**config.mk**
```make
export PLATFORM = sky130hd
export DESIGN_NAME = power_window_mode_controller
export DESIGN_NICKNAME = d
export VERILOG_FILES = /design/src/rtl/pwmc_pkg.sv /design/src/rtl/pwmc_next.sv /design/src/rtl/power_window_mode_controller.sv
export SDC_FILE = /design/constraint.sdc
export NUM_CORES = 1
export LEC_CHECK = 0
export ABC_AREA = 1
export BUFFER_PORTS_ARGS = -buffer_cell sky130_fd_sc_hd__buf_2
export CORE_UTILIZATION = 56
export DETAILED_ROUTE_END_ITERATION = 16
export PLACE_DENSITY = 0.81
export SLEW_MARGIN = 40
export SYNTH_ARGS = -nofsm -noshare
export SYNTH_HDL_FRONTEND = slang
export SYNTH_SLANG_ARGS = --single-unit
export TNS_END_PERCENT = 50
```
**constraint.sdc**
```tcl
create_clock -name clk -period 4.95 [get_ports clk]
set_input_delay 0.495 -clock clk [delete_from_list [all_inputs] [get_ports clk]]
set_output_delay 0.495 -clock clk [all_outputs]
set_load 0.02 [all_outputs]
```
**src/rtl/pwmc_pkg.sv**
```systemverilog
// ----------------------------------------------------------------------------
// pwmc_pkg
// Types, codes and helpers shared by the power-window mode controller.
// ----------------------------------------------------------------------------
package pwmc_pkg;

  localparam int InDataW  = 24;
  localparam int OutDataW = 16;

  typedef enum logic [4:0] {
    MODE_VERIFY     = 5'b00001,
    MODE_MANUAL     = 5'b00010,
    MODE_AUTO_OPEN  = 5'b00100,
    MODE_AUTO_CLOSE = 5'b01000,
    MODE_NO_DEVICE  = 5'b10000
  } mode_t;

  localparam logic [2:0] CODE_VERIFY     = 3'd0;
  localparam logic [2:0] CODE_MANUAL     = 3'd1;
  localparam logic [2:0] CODE_AUTO_OPEN  = 3'd2;
  localparam logic [2:0] CODE_AUTO_CLOSE = 3'd3;
  localparam logic [2:0] CODE_NO_DEVICE  = 3'd4;

  localparam logic [1:0] MOTOR_STOP = 2'd0;
  localparam logic [1:0] MOTOR_DOWN = 2'd1;
  localparam logic [1:0] MOTOR_UP   = 2'd2;

  localparam logic [1:0] REQ_SHORT = 2'd1;
  localparam logic [1:0] REQ_LONG  = 2'd2;
  localparam logic [1:0] REQ_STUCK = 2'd3;

  localparam logic [1:0] END_OPEN   = 2'd1;
  localparam logic [1:0] END_CLOSED = 2'd2;

  localparam logic [7:0] DEVICE_PRESENT_ID = 8'h00;

  typedef struct packed {
    logic       pinch_sensor;
    logic [1:0] end_status;
    logic [1:0] down_request;
    logic [1:0] up_request;
    logic       down_button;
    logic       up_button;
    logic       lock_switch;
    logic [7:0] device_id_code;
  } item_t;

  typedef struct packed {
    mode_t      mode;
    logic       reversal;
    logic [1:0] motor;
    logic [1:0] position;
    logic       lock;
  } ctrl_state_t;

  typedef struct packed {
    logic       clear_down_request;
    logic       clear_up_request;
    logic       lock_indication;
    logic [1:0] position_echo;
    logic [1:0] motor_command;
    logic [2:0] mode;
  } result_t;

  function automatic logic [2:0] mode_code(mode_t m);
    logic [2:0] c;
    c = CODE_VERIFY;
    case (m)
      MODE_VERIFY:     c = CODE_VERIFY;
      MODE_MANUAL:     c = CODE_MANUAL;
      MODE_AUTO_OPEN:  c = CODE_AUTO_OPEN;
      MODE_AUTO_CLOSE: c = CODE_AUTO_CLOSE;
      MODE_NO_DEVICE:  c = CODE_NO_DEVICE;
      default:         c = CODE_VERIFY;
    endcase
    return c;
  endfunction

endpackage

```
**src/rtl/pwmc_next.sv**
```systemverilog
// ----------------------------------------------------------------------------
// pwmc_next
// Next-state and result decision for one control tick.
// ----------------------------------------------------------------------------
module pwmc_next (
  input  pwmc_pkg::ctrl_state_t cur,
  input  pwmc_pkg::item_t       item,
  output pwmc_pkg::ctrl_state_t nxt,
  output pwmc_pkg::result_t     res
);

  logic       up;
  logic       dn;
  logic [1:0] st;
  logic       clr_up;
  logic       clr_dn;

  assign up = item.up_button;
  assign dn = item.down_button;
  assign st = item.end_status;

  always_comb begin
    nxt    = cur;
    clr_up = 1'b0;
    clr_dn = 1'b0;
    case (cur.mode)
      pwmc_pkg::MODE_VERIFY: begin
        nxt.mode = (item.device_id_code == pwmc_pkg::DEVICE_PRESENT_ID) ?
                   pwmc_pkg::MODE_MANUAL : pwmc_pkg::MODE_NO_DEVICE;
      end
      pwmc_pkg::MODE_MANUAL: begin
        if (item.lock_switch) begin
          nxt.motor    = pwmc_pkg::MOTOR_STOP;
          nxt.position = st;
          nxt.lock     = 1'b1;
          clr_up       = 1'b1;
          clr_dn       = 1'b1;
        end else begin
          if (up == dn) begin
            nxt.motor    = pwmc_pkg::MOTOR_STOP;
            nxt.position = st;
          end
          if (!up && !dn && item.down_request == pwmc_pkg::REQ_SHORT &&
              st != pwmc_pkg::END_OPEN) begin
            nxt.mode = pwmc_pkg::MODE_AUTO_OPEN;
            clr_dn   = 1'b1;
          end else if (item.up_request == pwmc_pkg::REQ_SHORT && !up && !dn &&
                       st != pwmc_pkg::END_CLOSED) begin
            nxt.mode = pwmc_pkg::MODE_AUTO_CLOSE;
            clr_up   = 1'b1;
          end else if (item.up_request == pwmc_pkg::REQ_LONG && up && !dn &&
                       st != pwmc_pkg::END_CLOSED) begin
            nxt.motor    = pwmc_pkg::MOTOR_UP;
            nxt.position = st;
            clr_up       = 1'b1;
          end else if (!up && item.down_request == pwmc_pkg::REQ_LONG && dn &&
                       st != pwmc_pkg::END_OPEN) begin
            nxt.motor    = pwmc_pkg::MOTOR_DOWN;
            nxt.position = st;
            clr_dn       = 1'b1;
          end
        end
      end
      pwmc_pkg::MODE_AUTO_OPEN: begin
        nxt.position = st;
        if (item.lock_switch) begin
          nxt.motor = pwmc_pkg::MOTOR_STOP;
          nxt.lock  = 1'b1;
          nxt.mode  = pwmc_pkg::MODE_MANUAL;
        end else if (st != pwmc_pkg::END_OPEN) begin
          nxt.lock = 1'b0;
          if (item.pinch_sensor || cur.reversal) begin
            nxt.motor = pwmc_pkg::MOTOR_DOWN;
            clr_up    = 1'b1;
          end else if (item.up_request == pwmc_pkg::REQ_SHORT && !up && !dn) begin
            nxt.motor = pwmc_pkg::MOTOR_UP;
            clr_dn    = 1'b1;
            nxt.mode  = pwmc_pkg::MODE_AUTO_CLOSE;
          end else if (item.up_request == pwmc_pkg::REQ_LONG && !dn && up) begin
            nxt.motor = pwmc_pkg::MOTOR_UP;
            clr_dn    = 1'b1;
            nxt.mode  = pwmc_pkg::MODE_MANUAL;
          end else if ((up && dn) || item.up_request == pwmc_pkg::REQ_STUCK) begin
            nxt.motor = pwmc_pkg::MOTOR_STOP;
            clr_dn    = 1'b1;
            nxt.mode  = pwmc_pkg::MODE_MANUAL;
          end else begin
            nxt.motor = pwmc_pkg::MOTOR_DOWN;
          end
        end else begin
          nxt.motor    = pwmc_pkg::MOTOR_STOP;
          clr_dn       = 1'b1;
          nxt.lock     = 1'b0;
          nxt.mode     = pwmc_pkg::MODE_MANUAL;
          nxt.reversal = 1'b0;
        end
      end
      pwmc_pkg::MODE_AUTO_CLOSE: begin
        nxt.position = st;
        if (item.lock_switch) begin
          nxt.motor = pwmc_pkg::MOTOR_STOP;
          nxt.lock  = 1'b1;
          nxt.mode  = pwmc_pkg::MODE_MANUAL;
        end else if (st != pwmc_pkg::END_CLOSED) begin
          nxt.lock = 1'b0;
          if (item.pinch_sensor) begin
            nxt.motor    = pwmc_pkg::MOTOR_STOP;
            clr_up       = 1'b1;
            nxt.mode     = pwmc_pkg::MODE_AUTO_OPEN;
            nxt.reversal = 1'b1;
          end else if (item.down_request == pwmc_pkg::REQ_SHORT && !up && !dn) begin
            nxt.motor = pwmc_pkg::MOTOR_DOWN;
            clr_up    = 1'b1;
            nxt.mode  = pwmc_pkg::MODE_AUTO_OPEN;
          end else if (item.down_request == pwmc_pkg::REQ_LONG && !up && dn) begin
            nxt.motor = pwmc_pkg::MOTOR_DOWN;
            clr_up    = 1'b1;
            nxt.mode  = pwmc_pkg::MODE_MANUAL;
          end else if ((up && dn) || item.up_request == pwmc_pkg::REQ_STUCK) begin
            nxt.motor = pwmc_pkg::MOTOR_STOP;
            nxt.mode  = pwmc_pkg::MODE_MANUAL;
          end else begin
            nxt.motor = pwmc_pkg::MOTOR_UP;
            clr_up    = 1'b1;
          end
        end else begin
          nxt.motor = pwmc_pkg::MOTOR_STOP;
          clr_up    = 1'b1;
          nxt.lock  = 1'b0;
          nxt.mode  = pwmc_pkg::MODE_MANUAL;
        end
      end
      default: begin
        nxt = cur;
      end
    endcase
  end

  always_comb begin
    res.mode               = pwmc_pkg::mode_code(nxt.mode);
    res.motor_command      = nxt.motor;
    res.position_echo      = nxt.position;
    res.lock_indication    = nxt.lock;
    res.clear_up_request   = clr_up;
    res.clear_down_request = clr_dn;
  end

endmodule

```
**src/rtl/power_window_mode_controller.sv**
```systemverilog
// ----------------------------------------------------------------------------
// power_window_mode_controller
// Power-window mode machine: device check, manual drive, auto open/close
// with anti-pinch reversal, one decision per control tick.
//
//   channel | dir | handshake         | payload
//   --------+-----+-------------------+--------------------------------------
//   in_     | in  | in_tvalid/tready  | in_tdata  24 bits, one tick's inputs
//   out_    | out | out_tvalid/tready | out_tdata 16 bits, one tick's result
//
// one beat per clock sustained while out_tready is high; an input register, then a result
// register with the decision logic between them
// rst_n clears the mode to verify, motor to stop, position, lock and reversal
// a stalled result holds its register; the input register still takes a beat,
// and input stalls only when both registers are full
// ----------------------------------------------------------------------------
module power_window_mode_controller (
  input  logic                          clk,
  input  logic                          rst_n,
  input  logic                          in_tvalid,
  output logic                          in_tready,
  // device_id_code[7:0], lock_switch[8], up_button[9], down_button[10],
  // up_request[12:11], down_request[14:13], end_status[16:15],
  // pinch_sensor[17], zero[23:18]
  input  logic [pwmc_pkg::InDataW-1:0]  in_tdata,
  output logic                          out_tvalid,
  input  logic                          out_tready,
  // mode[2:0], motor_command[4:3], position_echo[6:5], lock_indication[7],
  // clear_up_request[8], clear_down_request[9], zero[15:10]
  output logic [pwmc_pkg::OutDataW-1:0] out_tdata
);

  logic                  in_valid_r;
  pwmc_pkg::item_t       in_item_r;
  logic                  out_valid_r;
  pwmc_pkg::result_t     out_res_r;
  pwmc_pkg::ctrl_state_t state_r;
  pwmc_pkg::ctrl_state_t state_nxt;
  pwmc_pkg::result_t     res_nxt;
  logic                  out_load;
  logic                  fire;

  assign out_load  = !out_valid_r || out_tready;
  assign fire      = in_valid_r && out_load;
  assign in_tready = !in_valid_r || out_load;

  pwmc_next u_next (
    .cur  (state_r),
    .item (in_item_r),
    .nxt  (state_nxt),
    .res  (res_nxt)
  );

  always_ff @(posedge clk) begin
    if (!rst_n) begin
      in_valid_r  <= 1'b0;
      out_valid_r <= 1'b0;
      state_r     <= '{mode: pwmc_pkg::MODE_VERIFY, reversal: 1'b0,
                       motor: pwmc_pkg::MOTOR_STOP, position: 2'd0, lock: 1'b0};
    end else begin
      if (in_tready) begin
        in_valid_r <= in_tvalid;
      end
      if (out_load) begin
        out_valid_r <= in_valid_r;
      end
      if (fire) begin
        state_r <= state_nxt;
      end
    end
  end

  always_ff @(posedge clk) begin
    if (in_tready && in_tvalid) begin
      in_item_r <= pwmc_pkg::item_t'(in_tdata[$bits(pwmc_pkg::item_t)-1:0]);
    end
    if (fire) begin
      out_res_r <= res_nxt;
    end
  end

  assign out_tvalid = out_valid_r;
  assign out_tdata  = {{(pwmc_pkg::OutDataW - $bits(pwmc_pkg::result_t)){1'b0}},
                       out_res_r};

  a_no_device_terminal: assert property (@(posedge clk) disable iff (!rst_n)
    state_r.mode == pwmc_pkg::MODE_NO_DEVICE |=> state_r.mode == pwmc_pkg::MODE_NO_DEVICE)
    else $error("no-device mode left");

  a_reversal_into_open: assert property (@(posedge clk) disable iff (!rst_n)
    $rose(state_r.reversal) |-> state_r.mode == pwmc_pkg::MODE_AUTO_OPEN)
    else $error("reversal flag set outside auto open");

  a_double_clear_locked: assert property (@(posedge clk) disable iff (!rst_n)
    out_tvalid && out_res_r.clear_up_request && out_res_r.clear_down_request
      |-> out_res_r.lock_indication)
    else $error("both latches cleared without lock");

  a_stall_holds_state: assert property (@(posedge clk) disable iff (!rst_n)
    out_tvalid && !out_tready |=> $stable(state_r))
    else $error("state moved while result stalled");

endmodule
```
==> metrics.md <==
| Metric | Value |
|---|---|
| Post-CTS Setup Inserts | 0 |
| # fillers | 342 |
| Vias in the first global route | 1,778 |
| Buffers & Inverters on Critical Path | 0 |
| RSZ-0062 raised after global routing | false |
| Initial antenna violation count | 0 |
| Sink Count | 41 |
| Tmin final | 2.024 ns |
| Max Cap Viol | 0 |
| WL final | 4.815 mm |
| Avg Vias per Cell | 5.298 |
| DP HPWL | 3.617 mm |
| Crit-path max cell delay | 0.46 ns |
| Sequential area share after synthesis | 47.46% |
| Finished Layout Cells | 382 |
| Setup TNS | 0 ns |
| Critical Path Most Common Cell | nand2_1 |
| Largest net degree at the start of global routing | 24 |
| Pwr Total | 0.0007715 W |
| Mapped cell area | 0.002320 mm² |
| Crit path max fanout | 6 |
| Full die area | 0.004404 mm² |
| Post-Synthesis Cells | 294 |
| Outcome | completed |
| CP Cell Sequence | ha_1, a21oi_1, nand2_1, nand2_1, nand2_1, nand2_1, nand2_1, nand2_1, nor2_1, nand2_1, nor2_1 |
| Final hold vios | 0 |
| Pwr per Cell Area | 294.5 mW/mm² |
| CP Capture Type | flop |
| Clock slew at reported path FFs | 0.08 ns |
| Num ports | 46 |
| Routability congestion estimate | 0.9305 |
| Maximum root-to-sink buffer count | 2 |
| Slew @ Worst Pin | 0.8059 ns |
| First-pass GRT wire length | 7.728 mm |
| CTS Buf Count | 5 |
| Max_slew headroom | 46.21% |
| Starting Density | 57.99% |
| Design Area, Final | 0.002620 mm² |
| Area added between synthesis and finish | 12.94% |
| N_diodes | 0 |
| Final setup fails | 0 |
| Routed len/inst | 12.60 µm |
| Post-Route Skew | 0.01048 ns |
| Cts repair resizes | 0 |
| Crit path kind | reg -> reg |
| Core area | 0.004000 mm² |
| Final core occ | 65.50% |
| DRT iter0 DRCs | 90 |
| Share of cells above drive strength 1 | 18.07% |
| EDFF count, synth | 28 |
| Routed Antenna Nets | 0 |
| Die height | 66.36 µm |
| Arrival @ worst endpoint | 2.08 ns |
| Worst path slowest cell | edfxtp_1 |
| DR DRC count | 0 |
| Die width | 66.36 µm |
| Max VDD drop | 226.3 µV |
| Nets | 361 |
| Commonest non-fill, non-tap cell in the layout | nand2_1 |
| Primary FF master, synth | edfxtp_1 |
| Synth unique cells | 34 |
| Hold-fix buffers, CTS | 0 |
| CP startpoint kind | flop |
| Htree depth | 2 |
| Worst skew pair latency | 0.29 ns |
| Critical Path RT | 5.01 ns |
| DR pass1 iterations | 8 |
| Leak | 1.282 nW |
| Met1 GRT Util | 29.53% |
| CP top delay family | simple AND/OR/NAND/NOR gates |
| Grt met2 use | 40.05% |
| Flops & latches, synth | 41 |
| Async set or reset register ratio after synthesis | 0% |
| Period utilization | 40.89% |
| Row count | 23 |
| Grt peak-use layer | met2 |
| Grt ovf | 0 |
| GR met3 Demand/Resource | 5.000% |
| Max Clk Rate | 0.4940 GHz |
| Commonest non-fill, non-tap cells in the layout | nand2_1, inv_1, buf_2 |
| Placed Area | 0.002509 mm² |
| CTS tree | done |
| YS warnings | 0 |
| Slew Viols, Final | 0 |
| CTS root buf | clkbuf_8 |
| Syn_area_per_cell | 7.890 µm² |
| Post-Place Cells | 374 |
| DR vias | 2,024 |
| Worst hold path type | in -> reg |
| IO buf count | 33 |
| Gr usage total | 23.76% |
-- registers in the layout, summed over array words and instances (netlist names) --
register / count
in_item_r: 18
state_r: 11
out_tdata: 10
in_valid_r: 1
out_tvalid: 1
-- cell type report --
cell class | instances | area [µm²] | area share [%]
sequential | 41 | 1101 | 42.03
timing repair buffer | 33 | 165.2 | 6.304
tap | 50 | 62.56 | 2.388
inverter | 46 | 172.7 | 6.590
multi-input combinational | 204 | 1007 | 38.44
clock buffer | 8 | 111.4 | 4.250
-- path summary, 6_finish.rpt --
path / from / endpoint / slack, ns / depth (start not counted)
setup / recovery: in_item_r[9]$_DFFE_PP_ / out_tdata[2]$_DFFE_PP_ / 2.93 / 11
hold / removal: in_tdata[17] / in_item_r[17]$_DFFE_PP_ / 0.37 / 1
setup reg to reg: in_item_r[9]$_DFFE_PP_ / out_tdata[2]$_DFFE_PP_ / 2.93 / 11
hold reg to reg: state_r[5]$_SDFFE_PN0P_ / state_r[5]$_SDFFE_PN0P_ / 0.49 / 2
-- metal layers --
metal,share of wire (%),vias to the layer above,wire (µm)
met5,0,-,0
met4,1.7,0,80
met3,4.9,7,234
met2,49,67,2363
met1,44,917,2138
li1,-,1033,-
-- report_power, final --
group          switching, W  internal (W)  leakage [nW]
clock              0.000113      0.000144        0.0566
combinational     0.0000758     0.0000359         0.844
sequential        0.0000138      0.000389         0.381
total              0.000203      0.000569          1.28
-- synth_stat cells (3+ instances only) --
master | instances | area share, %
edfxtp_1 | 28 | 36
nor2_2 | 4 | 1.1
nand3_1 | 27 | 5.8
nand2_2 | 3 | 0.81
nand2_1 | 76 | 12
dfxtp_1 | 13 | 11
buf_4 | 7 | 2.3
nand4_1 | 11 | 3.0
nor2_4 | 4 | 1.9
inv_1 | 43 | 7.0
o21ai_0 | 9 | 1.9
nor2_1 | 30 | 4.9
a21oi_1 | 14 | 3.0
-- stage by stage --
stage                     worst slack, ns  hold slack, ns
after floorplan                     3.261          0.4549
after global placement              2.908          0.4760
after detailed placement            2.856          0.4828
after CTS                           2.973          0.3669
after global routing                2.817          0.3641
final                               2.926          0.3687
-- logic make-up (layout without fill, tap and decap cells) --
family | count (synthesis) | in the layout | share of synthesized area, %
AND/OR/NAND/NOR | 164 | 164 | 33.66
buffers and inverters | 54 | 87 | 9.924
flip-flops | 41 | 41 | 47.47
AO/OA/AOI/OAI | 32 | 32 | 7.714
adder cells (fa/ha/maj) | 2 | 2 | 1.079
other | 1 | 6 | 0.1617
-- worst reg2reg max path: stages, from the launching register on --
cell      delay, ns
edfxtp_1       0.46
ha_1           0.23
a21oi_1        0.39
nand2_1        0.13
nand2_1        0.12
nand2_1        0.06
nand2_1        0.05
nand2_1        0.07
nand2_1        0.12
nor2_1         0.05
nand2_1        0.07
nor2_1         0.04
Power figures use the tool's default switching activity.
